[src/sv/scc_pkg.sv]
`timescale 1ns / 1ps
// scc_pkg: types, codes and the crc3 tables for the spi frame codec
// depends on nothing; imported by the interfaces, the codec and its checker
package scc_pkg;

  localparam int unsigned FrameW   = 24;
  localparam int unsigned AddrW    = 7;
  localparam int unsigned DataW    = 8;
  localparam int unsigned DevStW   = 5;
  localparam int unsigned CrcW     = 3;
  localparam int unsigned CrcSteps = 21;

  localparam logic [FrameW-1:0] CrcInMask  = 24'hFFFFF8;
  localparam logic [FrameW-1:0] CrcSeedBit = 24'h800000;
  localparam logic [FrameW-1:0] CrcPoly    = 24'hB00000;

  typedef enum logic [1:0] {
    MODE_WRITE = 2'd0,
    MODE_READ  = 2'd1,
    MODE_CHECK = 2'd2
  } scc_mode_e;

  typedef enum logic [1:0] {
    ST_OK       = 2'd0,
    ST_CRC_ERR  = 2'd1,
    ST_ADDR_ERR = 2'd2
  } scc_status_e;

  typedef logic [FrameW-1:0][CrcW-1:0] scc_crc_tab_t;

  // plain shift register division, evaluated at elaboration only
  function automatic logic [CrcW-1:0] crc3_raw(input logic [FrameW-1:0] din);
    logic [FrameW-1:0] d;
    d = din;
    for (int i = 0; i < CrcSteps; i++) begin
      if (d[FrameW-1]) begin
        d = d ^ CrcPoly;
      end
      d = {d[FrameW-2:0], 1'b0};
    end
    return d[FrameW-1 -: CrcW];
  endfunction

  // contribution of each frame bit to the crc
  function automatic scc_crc_tab_t crc3_table();
    scc_crc_tab_t tab;
    for (int i = 0; i < FrameW; i++) begin
      tab[i] = CrcInMask[i] ? crc3_raw(FrameW'(1) << i) : '0;
    end
    return tab;
  endfunction

  localparam scc_crc_tab_t      CrcTab  = crc3_table();
  localparam logic [CrcW-1:0]   CrcSeed = crc3_raw(CrcSeedBit);

  // crc3 as an xor of independent per-bit terms
  function automatic logic [CrcW-1:0] crc3_of(input logic [FrameW-1:0] frame);
    logic [CrcW-1:0] acc;
    acc = CrcSeed;
    for (int i = 0; i < FrameW; i++) begin
      if (frame[i]) begin
        acc = acc ^ CrcTab[i];
      end
    end
    return acc;
  endfunction

endpackage

[src/sv/scc_stream_if.sv]
`timescale 1ns / 1ps
// scc_in_if / scc_out_if: valid-ready channels of the spi frame codec
// depends on scc_pkg for field widths
interface scc_in_if;
  import scc_pkg::*;
  logic                valid;
  logic                ready;
  logic [1:0]          mode;
  logic [AddrW-1:0]    reg_addr;
  logic [DataW-1:0]    write_data;
  logic [FrameW-1:0]   rx_frame;

  modport source (output valid, mode, reg_addr, write_data, rx_frame, input ready);
  modport sink   (input valid, mode, reg_addr, write_data, rx_frame, output ready);
endinterface

interface scc_out_if;
  import scc_pkg::*;
  logic                valid;
  logic                ready;
  logic [FrameW-1:0]   frame_out;
  logic [1:0]          status;
  logic [DataW-1:0]    read_data;
  logic [DevStW-1:0]   device_status;

  modport source (output valid, frame_out, status, read_data, device_status, input ready);
  modport sink   (input valid, frame_out, status, read_data, device_status, output ready);
endinterface

[src/sv/spi_frame_crc3_codec.sv]
`timescale 1ns / 1ps
// spi_frame_crc3_codec: builds and checks 24-bit spi frames with a 3-bit crc
// results pass the input register, then the result register; one transfer per cycle sustained while out_o.ready is high
// the crc is an xor network between the input register and the result register
// reset clears both stage valid flags; payload registers are not reset
// depends on scc_pkg and scc_stream_if
module spi_frame_crc3_codec
  import scc_pkg::*;
(
  input  logic      clk_i,
  input  logic      rst_ni,
  scc_in_if.sink    in_i,
  scc_out_if.source out_o
);

  logic              s1_valid_q;
  logic [1:0]        mode_q;
  logic [AddrW-1:0]  addr_q;
  logic [DataW-1:0]  wdat_q;
  logic [FrameW-1:0] rx_q;

  logic              s2_valid_q;
  logic [FrameW-1:0] frame_q, frame_d;
  logic [1:0]        status_q, status_d;
  logic [DataW-1:0]  rdata_q, rdata_d;
  logic [DevStW-1:0] devst_q, devst_d;

  logic adv2, adv1;
  logic [FrameW-1:0] build;

  assign adv2       = !s2_valid_q || out_o.ready;
  assign adv1       = !s1_valid_q || adv2;
  assign in_i.ready = adv1;

  always_comb begin
    frame_d  = '0;
    status_d = ST_OK;
    rdata_d  = '0;
    devst_d  = '0;
    build    = '0;
    unique case (mode_q)
      MODE_WRITE: begin
        build   = {1'b1, addr_q, wdat_q, 8'h00};
        frame_d = {build[FrameW-1:CrcW], crc3_of(build)};
      end
      MODE_READ: begin
        build   = {1'b0, addr_q, 16'h0000};
        frame_d = {build[FrameW-1:CrcW], crc3_of(build)};
      end
      MODE_CHECK: begin
        devst_d = rx_q[23:19];
        if (rx_q[CrcW-1:0] != crc3_of(rx_q)) begin
          status_d = ST_CRC_ERR;
        end else if (rx_q[18:12] != addr_q) begin
          status_d = ST_ADDR_ERR;
        end else begin
          rdata_d = rx_q[11:4];
        end
      end
      default: begin
        frame_d = '0;
      end
    endcase
  end

  always_ff @(posedge clk_i or negedge rst_ni) begin
    if (!rst_ni) begin
      s1_valid_q <= 1'b0;
      s2_valid_q <= 1'b0;
    end else begin
      if (adv1) begin
        s1_valid_q <= in_i.valid;
      end
      if (adv2) begin
        s2_valid_q <= s1_valid_q;
      end
    end
  end

  always_ff @(posedge clk_i) begin
    if (adv1 && in_i.valid) begin
      mode_q <= in_i.mode;
      addr_q <= in_i.reg_addr;
      wdat_q <= in_i.write_data;
      rx_q   <= in_i.rx_frame;
    end
    if (adv2 && s1_valid_q) begin
      frame_q  <= frame_d;
      status_q <= status_d;
      rdata_q  <= rdata_d;
      devst_q  <= devst_d;
    end
  end

  assign out_o.valid         = s2_valid_q;
  assign out_o.frame_out     = frame_q;
  assign out_o.status        = status_q;
  assign out_o.read_data     = rdata_q;
  assign out_o.device_status = devst_q;

endmodule

[src/flat_wrapper.sv]
// flat-port wrapper written by rule: the top's interface ports become plain ports
module spi_frame_crc3_codec_flat import scc_pkg::*;
  (clk_i, rst_ni, in_i_valid, in_i_mode, in_i_reg_addr, in_i_write_data, in_i_rx_frame, in_i_ready, out_o_valid, out_o_frame_out, out_o_status, out_o_read_data, out_o_device_status, out_o_ready);
  scc_in_if in_i_i ();
  scc_out_if out_o_i ();
  input  logic clk_i;
  input  logic rst_ni;
  input wire logic [$bits(in_i_i.valid)-1:0] in_i_valid;
  input wire logic [$bits(in_i_i.mode)-1:0] in_i_mode;
  input wire logic [$bits(in_i_i.reg_addr)-1:0] in_i_reg_addr;
  input wire logic [$bits(in_i_i.write_data)-1:0] in_i_write_data;
  input wire logic [$bits(in_i_i.rx_frame)-1:0] in_i_rx_frame;
  output wire logic [$bits(in_i_i.ready)-1:0] in_i_ready;
  output wire logic [$bits(out_o_i.valid)-1:0] out_o_valid;
  output wire logic [$bits(out_o_i.frame_out)-1:0] out_o_frame_out;
  output wire logic [$bits(out_o_i.status)-1:0] out_o_status;
  output wire logic [$bits(out_o_i.read_data)-1:0] out_o_read_data;
  output wire logic [$bits(out_o_i.device_status)-1:0] out_o_device_status;
  input wire logic [$bits(out_o_i.ready)-1:0] out_o_ready;
  assign in_i_i.valid = in_i_valid;
  assign in_i_i.mode = in_i_mode;
  assign in_i_i.reg_addr = in_i_reg_addr;
  assign in_i_i.write_data = in_i_write_data;
  assign in_i_i.rx_frame = in_i_rx_frame;
  assign in_i_ready = in_i_i.ready;
  assign out_o_valid = out_o_i.valid;
  assign out_o_frame_out = out_o_i.frame_out;
  assign out_o_status = out_o_i.status;
  assign out_o_read_data = out_o_i.read_data;
  assign out_o_device_status = out_o_i.device_status;
  assign out_o_i.ready = out_o_ready;
  spi_frame_crc3_codec u_core (.clk_i(clk_i), .rst_ni(rst_ni), .in_i(in_i_i), .out_o(out_o_i));
endmodule
[config.mk]
export PLATFORM = sky130hd
export DESIGN_NAME = spi_frame_crc3_codec_flat
export DESIGN_NICKNAME = d
export VERILOG_FILES = /design/src/sv/scc_pkg.sv /design/src/sv/scc_stream_if.sv /design/src/sv/spi_frame_crc3_codec.sv /design/src/flat_wrapper.sv
export SDC_FILE = /design/constraint.sdc
export NUM_CORES = 1
export LEC_CHECK = 0
export ABC_AREA = 1
export BUFFER_PORTS_ARGS = -buffer_cell sky130_fd_sc_hd__clkbuf_2
export CAP_MARGIN = 20
export CORE_MARGIN = 10
export CORE_UTILIZATION = 40
export CTS_BUF_LIST = sky130_fd_sc_hd__clkbuf_8
export DETAILED_ROUTE_END_ITERATION = 12
export PLACE_DENSITY = 0.66
export RECOVER_POWER = 25
export SETUP_SLACK_MARGIN = 0.02
export SYNTH_ARGS = -nofsm -noshare
export SYNTH_HDL_FRONTEND = slang
export SYNTH_SLANG_ARGS = --single-unit
[constraint.sdc]
create_clock -name clk_i -period 2.8 [get_ports clk_i]
set_input_delay 0.56 -clock clk_i [delete_from_list [all_inputs] [get_ports clk_i]]
set_output_delay 0.56 -clock clk_i [all_outputs]
set_load 0.03 [all_outputs]
Word-level counts from Yosys, hierarchy flattened

Index checks and enable logic that the tools add are counted.

Latch bits: 0
Word-level logic and storage cells: 156
Memory bits (read-only): 0
Memories kept: 0
Bits in writable memories: 0
Bits of input ports: 45
Register bits: 82

Bitwise logic cells: 43
$mul: 0
Order comparisons: 0
Add/subtract/negate cells: 0
Eq/ne operators: 4
Div/mod/pow operators: 0
Reductions and logical operators: 9
Shift-type cells: 0
Multiplexer cells: 89

Operators with widths:

| kind                                                                   | count |
|---|---|
| 3-bit two-way mux                                                      | 67 |
| 24-bit one-hot mux with 2 select lines                                 | 1 |
| 2-bit NOT                                                              | 18 |
| 2-bit two-way mux                                                      | 14 |
| 1-bit NOT                                                              | 19 |
| 3-bit NOT                                                              | 6 |
| 1-bit two-way mux                                                      | 7 |
| 7-bit != test                                                          | 1 |
| 3-bit != test                                                          | 1 |
| 3-bit OR reduction                                                     | 1 |
| 2-bit by 1-bit equality test with 1-bit output (second input constant) | 1 |
| 2-bit equality test (second input constant)                            | 1 |
| 1-bit logical AND                                                      | 2 |
| 1-bit zero test                                                        | 2 |
| 2-bit zero test                                                        | 1 |
| 1-bit logical OR                                                       | 2 |
| 2-bit OR reduction                                                     | 1 |

Longest topological paths before layout

Gate-level depths: netlist of the first run.

Depth after elaboration: 67
Mapped depth: 14

Worst setup path after synthesis of the first run

OpenSTA, ideal clock, no wires.

Path kind: in2reg
Start: input port out_o_ready
End: register u_core.devst_q[0] (netlist: u_core.out_o.device_status[0]) (enable)
Data arrival time: 2.284 ns
Stages on the path: 2
Buffers on the path: 0
Library setup time: 0.436 ns
Slack: 0.080 ns
Data required time: 2.364 ns
Cell sequence: inv_1 a21oi_1

Word-level cells in the longest chain between the ends: 2

Ends and longest elaborated chain:

| item                   | line                       | source |
|---|---|---|
| start: declaration     | flat_wrapper.sv:19         | `input wire logic [$bits(out_o_i.ready)-1:0] out_o_ready;` |
| 1-bit logical OR       | spi_frame_crc3_codec.sv:31 | `assign adv2 = !s2_valid_q \|\| out_o.ready;` |
| 1-bit logical AND      | spi_frame_crc3_codec.sv:87 | `if (adv2 && s1_valid_q) begin` |
| end signal: assignment | spi_frame_crc3_codec.sv:91 | `devst_q <= devst_d;` |
| end: declaration       | spi_frame_crc3_codec.sv:26 | `logic [DevStW-1:0] devst_q, devst_d;` |

Every way passes these cells.
A chain may end at the register's enable or synchronous reset.

Worst setup path after layout of the first run

Start: register u_core.rx_q[12]
End: register u_core.rdata_q[1] (netlist: u_core.out_o.read_data[1]), data pin

Word-level cells in the longest chain between the ends: 32
Elaborated cells on any way between the ends: 38
Classes of those cells: eq/ne: 2; mux: 24; bitwise: 11; reduce/logical: 1

Ends and longest elaborated chain:

| item                                    | line                       | source |
|---|---|---|
| start: declaration                      | spi_frame_crc3_codec.sv:20 | `logic [FrameW-1:0] rx_q;` |
| start signal: assignment                | spi_frame_crc3_codec.sv:85 | `rx_q <= in_i.rx_frame;` |
| 3-bit two-way mux                       | scc_pkg.sv:61              | `if (frame[i]) begin` |
| 3-bit two-way mux                       | spi_frame_crc3_codec.sv:41 | `unique case (mode_q)` |
| 2-bit NOT (no source line)              | -                          |  |
| 3-bit two-way mux                       | scc_pkg.sv:61              |  |
| 3-bit two-way mux                       | spi_frame_crc3_codec.sv:41 |  |
| 1-bit NOT (no source line)              | -                          |  |
| 1-bit two-way mux                       | scc_pkg.sv:61              |  |
| 3-bit two-way mux                       | spi_frame_crc3_codec.sv:41 |  |
| [16 not listed]                         | -                          |  |
| 1-bit two-way mux                       | scc_pkg.sv:61              |  |
| 3-bit two-way mux                       | spi_frame_crc3_codec.sv:41 |  |
| 2-bit two-way mux                       | scc_pkg.sv:61              |  |
| 3-bit two-way mux                       | spi_frame_crc3_codec.sv:41 |  |
| 3-bit two-way mux                       | scc_pkg.sv:61              |  |
| 3-bit two-way mux                       | spi_frame_crc3_codec.sv:41 |  |
| 3-bit != test                           | spi_frame_crc3_codec.sv:52 | `if (rx_q[CrcW-1:0] != crc3_of(rx_q)) begin` |
| 3-bit OR reduction (no source line) (*) | -                          |  |
| end signal: assignment                  | spi_frame_crc3_codec.sv:90 | `rdata_q <= rdata_d;` |
| end: declaration                        | spi_frame_crc3_codec.sv:25 | `logic [DataW-1:0] rdata_q, rdata_d;` |

Mark *: on every way between the ends. The rest lies on a longest branch, timed or not. The select of a mux whose other input is x is not followed.

==> metrics.md, run 1 <==
| Metric | Value |
|---|---|
| Via count | 2,350 |
| Worst path max stage delay | between 0.5 and 0.6 ns |
| Starting density of the core | 41.38% |
| Worst setup SP type | flip-flop |
| Hpwl dp | around 5.5 mm |
| Area share of the largest cell type after synthesis | 61.81% |
| Final period utilization | between 60% and 70% |
| 1st-iter DRT viols | 58 |
| Relative slew slack | roughly 65% |
| Antenna violations before repair | 0 |
| Max FO, Critical Path | 8 |
| Commonest non-fill, non-tap cell in the layout | nand2_1 |
| Status | completed |
| Power Density | 702.8 nW/um2 |
| Synth area leader | edfxtp_1 |
| Core area | 8806 um2 |
| Final setup vio count | 0 |
| Setup Buffers After CTS | 0 |
| Root buffer cell | clkbuf_8 |
| Share of cells above drive strength 1 | 24.82% |
| Port bufs | 80 |
| CP top delay family | simple AND/OR/NAND/NOR gates |
| Worst-path cell chain | nand2_1 > inv_1 > nor2_1 > nand2_1 > nand2_1 > nand2_1 > nand2_1 > inv_1 > nand2_1 > nand2_2 > nor2_4 > nand4_4 > nor2_1 |
| GRT overflow | 0 |
| Slowest-stage cell, CP | edfxtp_1 |
| Total wire length | 7.132 mm |
| Vias in the first global route | 2,350 |
| CTS Buf Count | 9 |
| Int Power | 2.260 mW |
| Post-route DRC | 0 |
| First-pass GRT wire length | around 11 mm |
| HP Class | in -> reg |
| Post-synthesis register bit count | between 70 and 80 |
| Setup CP Type | reg -> reg |
| WP data arrival | 2.06 ns |
| CP endpoint kind | flip-flop |
| Net Sw Frac | 26.99% |
| Top cells by area, synth | edfxtp_1, nand2_1, xnor2_1 |
| Max-Cap Viols | 0 |
| Distinct cells, synth | 25 |
| Placed cells | 518 |
| Final worst path period need | around 1.9 ns |
| Pwr Total | 3.095 mW |
| Clock network power share | 34.6% |
| Switching power | between 0.8 and 0.9 mW |
| Routability cong. | around 0.79 |
| Combinational power share | 18.1% |
| Later-pin clock latency in the skew report | around 0.35 ns |
| Most frequent cells in the layout | nand2_1, clkbuf_2, edfxtp_1, inv_1, nor2_1 |
| Final slew viol count | 0 |
| Final setup TNS | 0 ns |
| Via density | ~4.4 |
| Number of hold violations in the final report | 0 |
| Synth warnings | 0 |
| CP bufs+invs | 2 |
| Worst slew pin tran | 0.5248 ns |
| Post-Layout Cell Count | 535 |
| Sequential-to-total area share from yosys stat | 63.19% |
| Synth Cell Area | approximately 3600 um2 |
| Die Width | 115.4 um |
| IO Count | 86 |
| Reg clk slew, reported paths | 0.08 ns |
| Largest net degree at the start of global routing | 42 |
| H-tree levels | 3 |
| WHS | approximately 0.38 ns |
| Fillers | 803 |
| Top cell by count, worst path | nand2_1 |
| Area Growth Syn to Fin | 20.88% |
| Nets@finish | 467 |
| TritonCTS clock tree | done |
| TritonRoute pass-1 iters | 4 |
| Syn avg cell area | between 10 and 15 um2 |
| Flop pwr share | 47.3% |
| Unrepaired setup endpoints after global routing | false |
| Clock buffer depth | 2 |
| Skew final | 0.01070 ns |
| Fmax achieved | 538.2 MHz |
| Syn Inst Count | 337 |
| Wire per inst | about 13 um |
| Row cnt | 34 |
| CP required | 3.00 ns |
| GRT Overall Usage | 11.09% |
| Final ANT Viol Nets | 0 |
| Leak | 2.029 nW |
| Total clock sinks | 77 |
| Die Footprint | approximately 13,000 um2 |
| Peak supply drop | around 0.25 mV |
| # diodes | 0 |
| Post-route core utilization | 50.01% |
| Die Ht | 115.4 um |
-- metal layers --
layer / track usage [%] / routed length (um) / vias up
met5: 0 / 0 / -
met4: 5.405 / 146 / 0
met3: 3.307 / 468 / 13
met2: 17.93 / 3347 / 60
met1: 13.28 / 3170 / 1043
li1: - / - / 1234
-- per-stage QoR --
| stage | worst slack (ns) | cell area (um2) |
|---|---|---|
| floorplan | 0.07971 | 3659 |
| global placement | 0.9900 | 4136 |
| detailed placement | 0.9548 | 4136 |
| CTS | 0.9335 | 4408 |
| global route | 0.7231 | 4404 |
| finish | 0.9421 | 4404 |
-- timing repair --
action | 4_1_cts | 5_1_grt
gates resized for setup | 0 | 0
hold endpoints to repair | 2 | 0
hold buffers | 1 | 0
-- sequential cells by signal (all words and copies together) (netlist names), 2 cells and up --
name	flops
u_core.rx_q	24
u_core.out_o.frame_out	19
u_core.out_o.read_data	8
u_core.wdat_q	8
u_core.addr_q	7
u_core.out_o.device_status	5
u_core.mode_q	2
u_core.out_o.status	2
-- area by class of cell --
class | count | area (um2) | share of cell area, %
Clock buffer | 9 | 123.9 | 2.813
Tap cell | 108 | 135.1 | 3.068
Multi-Input combinational cell | 203 | 1104 | 25.06
Clock inverter | 7 | 137.6 | 3.125
Timing Repair Buffer | 83 | 421.7 | 9.574
Inverter | 48 | 180.2 | 4.091
Sequential cell | 77 | 2302 | 52.27
-- cells in the mapped netlist (all sizes together) --
| master | n |
|---|---|
| o21ai | 4 |
| clkbuf | 4 |
| nor4 | 1 |
| inv | 47 |
| xor2 | 22 |
| nand2 | 85 |
| nand3 | 14 |
| clkinv | 1 |
| a21oi | 5 |
| conb | 1 |
| buf | 9 |
| dfrtp | 2 |
| nor2 | 38 |
| edfxtp | 75 |
| xnor2 | 24 |
| nand4 | 4 |
| nand3b | 1 |
-- power groups by stage --
stage          logic (mW)  registers [mW]  clock network (mW)
6_report            0.560            1.46                1.07
5_1_grt             0.626            1.48                1.14
4_1_cts             0.570            1.47                1.09
3_5_place_dp        0.567            1.49                   0
3_3_place_gp        0.556            1.49                   0
2_1_floorplan       0.329            1.58                   0
-- cells by family (layout without fill, tap and decap cells) --
family / count (synthesis) / count (layout) / synth area share [%]
AO/OA/AOI/OAI: 9 / 9 / 1.236
XOR/XNOR: 46 / 46 / 11.06
buffers and inverters: 61 / 147 / 7.246
flip-flops: 77 / 77 / 63.19
other: 1 / 5 / 0.1029
AND/OR/NAND/NOR: 143 / 143 / 17.17
-- worst register-to-register path, cell delays in order, from the launching register on --
cell and delay (ns):
edfxtp_1 0.56, nand2_1 0.15, inv_1 0.04, nor2_1 0.07, nand2_1 0.07, nand2_1 0.06, nand2_1 0.04, nand2_1 0.09
inv_1 0.05, nand2_1 0.06, nand2_2 0.06, nor2_4 0.14, nand4_4 0.18, nor2_1 0.15
-- path summary, 6_finish.rpt --
check / start / to / slack (ns) / depth (start not counted)
worst max-delay path: u_core.rx_q[12] / u_core.out_o.read_data[1] / 0.94 / 13
worst min-delay path: in_i_write_data[6] / u_core.wdat_q[6] / 0.38 / 1
worst max register to register: u_core.rx_q[12] / u_core.out_o.read_data[1] / 0.94 / 13
worst min register to register: u_core.s1_valid_q / u_core.out_o.valid / 0.53 / 2
max in group asynchronous: rst_ni / u_core.out_o.valid / 2.14 / 2
min in group asynchronous: rst_ni / u_core.s1_valid_q / 0.53 / 2
Power figures use the tool's default switching activity.
==> inputs of run 2 (changes only) <==
clock period = 1.76 ns   (was 2.8 ns; I/O delays follow)
==> metrics.md, run 2 (synthesis results as in run 1) <==
| Metric | Value |
|---|---|
| Final setup vio count | 10 (was 0) |
| Final period utilization | 103.3% (was 66.35%) |
| Final worst setup slack | -0.05878 ns (was 0.9421 ns) |
| Core area | 8806 um2 (unchanged) |
| Clock network power share | 32.7% (was 34.6%) |
| Port bufs | 80 (unchanged) |
| Vias in the first global route | 2,479 (was 2,350) |
| Skew final | 0.007670 ns (was 0.01070 ns) |
| Reg clk slew, reported paths | 0.08 ns (about the same) |
| CTS Buf Count | 9 (unchanged) |
| Int Power | 3.510 mW (was 2.260 mW) |
| First-pass GRT wire length | 11.98 mm (was 11.43 mm) |
| M3 GR Usage | 4.703% (was 3.307%) |
| IO Count | 86 (unchanged) |
| Setup CP Type | reg -> reg (unchanged) |
| Unrepaired setup endpoints after global routing | true (was false) |
| Row cnt | 34 (unchanged) |
| Relative slew slack | 64.86% (was 65.01%) |
| Most flops, register | u_core.rx_q (unchanged) |
| Max reg flops | 24 (unchanged) |
| Combinational power share | 20.0% (was 18.1%) |
| Root buffer cell | clkbuf_8 (unchanged) |
| Final slew viol count | 0 (unchanged) |
| Via count | 2,420 (was 2,350) |
| GRT Overall Usage | 11.78% (was 11.09%) |
| WP data arrival | 1.91 ns (was 2.06 ns) |
| Status | finished, violations left (was completed) |
| Worst hold start | in_i_write_data[1] (was in_i_write_data[6]) |
| Total clock sinks | 77 (unchanged) |
| Die Width | 115.4 um (unchanged) |
| Routability cong. | 0.7878 (was 0.7874) |
| Largest net degree at the start of global routing | 42 (unchanged) |
| Final ANT Viol Nets | 0 (unchanged) |
| Placed cell area | 4212 um2 (was 4136 um2) |
| Max-Cap Viols | 0 (unchanged) |
| Power Density | 1085 nW/um2 (was 702.8 nW/um2) |
| H-tree levels | 3 (unchanged) |
| Via density | 4.432 (was 4.393) |
| Switching power | 1.404 mW (was 0.8353 mW) |
| Most frequent cells in the layout | nand2_1, clkbuf_2, edfxtp_1, inv_1, nor2_1 (unchanged) |
| Share of cells above drive strength 1 | 29.68% (was 24.82%) |
| Max FO, Critical Path | 8 (unchanged) |
| Post-Layout Cell Count | 546 (was 535) |
| Die Ht | 115.4 um (unchanged) |
| Number of hold violations in the final report | 0 (unchanged) |
| Nets@finish | 478 (was 467) |
| Clock buffer depth | 2 (unchanged) |
| Area Growth Syn to Fin | 24.28% (was 20.88%) |
| Peak supply drop | 0.4521 mV (was 0.2522 mV) |
| Worst slew pin tran | 0.5270 ns (was 0.5248 ns) |
| CP bufs+invs | 2 (unchanged) |
| GR peak layer | met2 (unchanged) |
| Final worst path period need | 1.819 ns (was 1.858 ns) |
| Hpwl dp | 5.703 mm (was 5.485 mm) |
| HP Class | in -> reg (unchanged) |
| Later-pin clock latency in the skew report | 0.35 ns (about the same) |
| R2r startpoint | u_core.rx_q[12] (unchanged) |
| CP top delay family | simple AND/OR/NAND/NOR gates (unchanged) |
| Placed cells | 523 (was 518) |
| Slowest-stage cell, CP | edfxtp_1 (unchanged) |
| Die Footprint | 13,330 um2 (unchanged) |
| Starting density of the core | 41.38% (unchanged) |
| CP endpoint kind | flip-flop (unchanged) |
| Antenna violations before repair | 0 (unchanged) |
| TritonRoute pass-1 iters | 4 (unchanged) |
| Net Sw Frac | 28.57% (was 26.99%) |
| Post-route DRC | 0 (unchanged) |
| M1 GR Usage | 13.47% (was 13.28%) |
| Failing checks | setup timing |
| Fmax achieved | 549.8 MHz (was 538.2 MHz) |
| 1st-iter DRT viols | 77 (was 58) |
| Worst path max stage delay | 0.53 ns (was 0.56 ns) |
| CP required | 1.85 ns (was 3.00 ns) |
| Flop pwr share | 47.3% (about the same) |
| Wire per inst | 13.77 um (was 13.33 um) |
| Fin area | 4528 um2 (was 4404 um2) |
| Leak | 2.067 nW (was 2.029 nW) |
| TritonCTS clock tree | done (unchanged) |
| Top cell by count, worst path | nand2_2 (was nand2_1) |
| Met2 GRT Util | 18.92% (was 17.93%) |
| Worst-path cell chain | nand2_1 > inv_1 > nor2_2 > nand2_2 > nand2_2 > xor2_1 > nand2_1 > nand2_2 > nor2_4 > buf_4 > nand3_2 > nor2_1 (was nand2_1 > inv_1 > nor2_1 > nand2_1 > nand2_1 > nand2_1 > nand2_1 > inv_1 > nand2_1 > nand2_2 > nor2_4 > nand4_4 > nor2_1) |
| Crit path launch | u_core.rx_q[12] (unchanged) |
| Total wire length | 7.519 mm (was 7.132 mm) |
| Worst setup SP type | flip-flop (unchanged) |
| # diodes | 0 (unchanged) |
| GRT overflow | 0 (unchanged) |
run 2: cell count changes in the layout (fill, tap and decap cells not counted), sizes merged:
cell	before	now
clkinvlp	0	3
buf	2	13
clkinv	4	2
bufinv	4	3
run 2: final timing paths:
| path | end | slack [ns] | cells after the start |
|---|---|---|---|
| hold reg to reg | u_core.out_o.valid | 0.58 | 2 |
| hold / removal | u_core.wdat_q[1] | 0.17 | 1 |
| setup reg to reg | u_core.out_o.status[1] | -0.06 | 12 |
| setup / recovery | u_core.out_o.status[1] | -0.06 | 12 |
| min in group asynchronous | u_core.s1_valid_q | 0.32 | 2 |
| max in group asynchronous | u_core.out_o.valid | 1.31 | 2 |
run 2: final cells by class:
cell class / count / area (um2)
inverters: 48 / 183.9
repair buffers: 94 / 516.7
flip-flops and latches: 77 / 2302
well taps: 108 / 135.1
fillers: 801 / 4278
clock buffers: 9 / 123.9
multi-input cells: 203 / 1144
clock inverters: 7 / 122.6
run 2: metrics by stage:
stage | worst slack [ns] | TNS [ns] | hold slack (ns) | util (%) | power [mW]
final | -0.05878 | -0.3015 | 0.1698 | 51.42 | 4.914
after global routing | -0.2008 | -1.698 | 0.1346 | 51.42 | 5.178
after CTS | -0.08199 | -0.5144 | 0.1414 | 50.88 | 4.945
after detailed placement | -0.09119 | -0.5250 | 0.1419 | 47.83 | 3.318
after global placement | 0.0005003 | 0 | 0.1381 | 47.83 | 3.292
after floorplan | 0.01917 | 0 | 0.05641 | - | 3.046
run 2: metal layers:
metal  share of wire [%]  routed length (um)
met4                 1.9                 140
met2                  48                3623
met3                 6.2                 465
met5                   0                   0
met1                  44                3289
run 2: power groups by stage:
stage	registers (mW)	logic, mW	clock network [mW]
floorplan	2.51	0.535	0
global placement	2.37	0.927	0
detailed placement	2.37	0.946	0
CTS	2.33	0.955	1.66
global route	2.35	1.08	1.75
finish	2.32	0.981	1.61
run 2: what timing repair did:
| item | CTS | global route |
|---|---|---|
| setup endpoints to repair | 10 | 11 |
| hold buffers | 1 | 0 |
| hold endpoints to repair | 2 | 0 |
| pin swaps | 8 | 8 |
| buffers inserted | 1 | 5 |
| gates resized for setup | 2 | 7 |
==> inputs of run 3 (changes only) <==
clock period = 1.78 ns   (was 1.76 ns; I/O delays follow)
==> metrics.md, run 3 (synthesis results as in run 1) <==
| Metric | Value |
|---|---|
| Status | finished, violations left (unchanged) |
| Failing checks | setup timing (unchanged) |
| Max-Cap Viols | 0 (unchanged) |
| Placement Setup Slack | -0.02381 ns (was -0.09119 ns) |
| Combinational power share | 20.2% (was 20.0%) |
| TritonRoute pass-1 iters | 4 (unchanged) |
| Share of cells above drive strength 1 | 27.38% (was 29.68%) |
| Final ANT Viol Nets | 0 (unchanged) |
| Root buffer cell | clkbuf_8 (unchanged) |
| CP endpoint kind | flip-flop (unchanged) |
| Wire per inst | 13.68 um (was 13.77 um) |
| Post-Layout Cell Count | 539 (was 546) |
| WP data arrival | 2.03 ns (was 1.91 ns) |
| Area Growth Syn to Fin | 21.22% (was 24.28%) |
| Hpwl dp | 5.792 mm (was 5.703 mm) |
| Antenna violations before repair | 0 (unchanged) |
| Worst setup SP type | flip-flop (unchanged) |
| Vias in the first global route | 2,508 (was 2,479) |
| Total wire length | 7.372 mm (was 7.519 mm) |
| Setup CP Type | reg -> reg (unchanged) |
| Peak supply drop | 0.3714 mV (was 0.4521 mV) |
| Net Sw Frac | 30.29% (was 28.57%) |
| Final worst path period need | 1.821 ns (was 1.819 ns) |
| Flop pwr share | 50.7% (was 47.3%) |
| Most flops, register | u_core.rx_q (unchanged) |
| Die Width | 115.4 um (unchanged) |
| 1st-iter DRT viols | 108 (was 77) |
| Nets@finish | 471 (was 478) |
| Starting density of the core | 41.38% (unchanged) |
| Routability cong. | 0.8024 (was 0.7878) |
| Row cnt | 34 (unchanged) |
| R2r endpoint | u_core.out_o.read_data[1] (was u_core.out_o.status[1]) |
| IO Count | 86 (unchanged) |
| # diodes | 0 (unchanged) |
| Leak | 2.015 nW (was 2.067 nW) |
| GRT Overall Usage | 11.67% (was 11.78%) |
| TritonCTS clock tree | done (unchanged) |
| Clock network power share | 29.1% (was 32.7%) |
| Hold Path End | u_core.wdat_q[1] (unchanged) |
| Fin area | 4417 um2 (was 4528 um2) |
| Commonest non-fill, non-tap cell in the layout | nand2_1 |
| Placed cell area | 4199 um2 (was 4212 um2) |
| Fmax achieved | 549.1 MHz (was 549.8 MHz) |
| Placed cells | 522 (was 523) |
| Total clock sinks | 77 (unchanged) |
| Internal reg-to-reg setup slack | -0.04 ns (was -0.06 ns) |
| Skew final | 0.01530 ns (was 0.007670 ns) |
| Unrepaired setup endpoints after global routing | true (unchanged) |
| Crit path launch | u_core.rx_q[12] (unchanged) |
| CP required | 1.99 ns (was 1.85 ns) |
| Number of hold violations in the final report | 0 (unchanged) |
| R2R depth | 13 (was 12) |
| Post-route core utilization | 50.16% (was 51.42%) |
| Worst hold start | in_i_write_data[1] (unchanged) |
| H-tree levels | 3 (unchanged) |
| Post-route DRC | 0 (unchanged) |
| Final setup vio count | 7 (was 10) |
| Final slew viol count | 0 (unchanged) |
| Reg clk slew, reported paths | 0.09 ns (was 0.08 ns) |
| Die Ht | 115.4 um (unchanged) |
| Switching power | 1.378 mW (was 1.404 mW) |
| Worst slew pin tran | 0.5191 ns (was 0.5270 ns) |
| Core area | 8806 um2 (unchanged) |
| GRT overflow | 0 (unchanged) |
| Clock buffer depth | 2 (unchanged) |
| Relative slew slack | 65.39% (was 64.86%) |
| First-pass GRT wire length | 12.09 mm (was 11.98 mm) |
| Int Power | 3.172 mW (was 3.510 mW) |
| Largest net degree at the start of global routing | 42 (unchanged) |
| Setup Buffers After CTS | 0 (was 1) |
| R2r startpoint | u_core.rx_q[12] (unchanged) |
| Most frequent cells in the layout | nand2_1, clkbuf_2, edfxtp_1, inv_1, nor2_1 (unchanged) |
| Final worst setup slack | -0.04109 ns (was -0.05878 ns) |
| Port bufs | 80 (unchanged) |
| Die Footprint | 13,330 um2 (unchanged) |
| Max FO, Critical Path | 8 (unchanged) |
| Final period utilization | 102.3% (was 103.3%) |
| Later-pin clock latency in the skew report | 0.35 ns (about the same) |
| Hold Path Depth | 1 (unchanged) |
| HP Class | in -> reg (unchanged) |
| Max reg flops | 24 (unchanged) |
| CTS Buf Count | 9 (unchanged) |
| Power Density | 1030 nW/um2 (was 1085 nW/um2) |
| Via count | 2,395 (was 2,420) |
| Final setup TNS | -0.1826 ns (was -0.3015 ns) |
| Via density | 4.443 (was 4.432) |
run 3: cell types whose count changed in the layout (fill, tap and decap cells not counted), sizes merged:
| cell | before | now |
|---|---|---|
| buf | 13 | 6 |
| bufinv | 3 | 1 |
| inv | 47 | 49 |
run 3: power by group through the flow:
stage | clock network (mW) | registers, mW | logic [mW]
6_report | 1.32 | 2.31 | 0.920
5_1_grt | 1.46 | 2.33 | 1.03
4_1_cts | 1.39 | 2.31 | 0.934
3_5_place_dp | 0 | 2.35 | 0.925
3_3_place_gp | 0 | 2.34 | 0.911
2_1_floorplan | 0 | 2.48 | 0.527
run 3: layout make-up:
class	instances	area (um2)
Inverter	48	183.9
Tap cell	108	135.1
Clock inverter	7	80.08
Clock buffer	9	123.9
Sequential cell	77	2302
Multi-Input combinational cell	203	1126
Timing Repair Buffer	87	465.4
Fill cell	808	4389
run 3: repair_timing:
item	CTS	global route
hold buffers	1	0
hold endpoints to repair	2	0
gates resized for setup	2	1
setup endpoints to repair	8	10
pin swaps	6	1
run 3: how the worst max path moves through the flow:
stage,slack (ns),to
after global placement,0.03,u_core.out_o.read_data[2]
after detailed placement,-0.02,u_core.out_o.read_data[1]
final,-0.04,u_core.out_o.read_data[1]
after global routing,-0.22,u_core.out_o.read_data[5]
after CTS,-0.04,u_core.out_o.read_data[1]
after floorplan,0.03,u_core.addr_q[0]
run 3: routing by layer:
| metal | share of wire [%] | vias up | GRT usage [%] |
|---|---|---|---|
| li1 | - | 1244 | - |
| met1 | 45 | 1079 | 14.38 |
| met2 | 47 | 61 | 18.54 |
| met3 | 6.0 | 11 | 3.049 |
| met4 | 2.3 | 0 | 6.081 |
| met5 | 0 | - | 0 |
run 3: worst max-delay path: stages (launching register included):
cell and delay [ns]:
edfxtp_1 0.53, nand2_1 0.14, inv_1 0.05, nor2_1 0.07, nand2_1 0.07, nand2_1 0.06
nand2_1 0.04, nand2_1 0.08, inv_1 0.05, nand2_1 0.06, nand2_2 0.06, nor2_4 0.12
nand4_4 0.18, nor2_1 0.16
run 3: metrics by stage:
stage | power (mW) | hold WS, ns
final | 4.550 | 0.1694
after floorplan | 3.010 | 0.06041
after CTS | 4.630 | 0.1434
after global routing | 4.813 | 0.1439
after global placement | 3.254 | 0.1422
after detailed placement | 3.277 | 0.1437
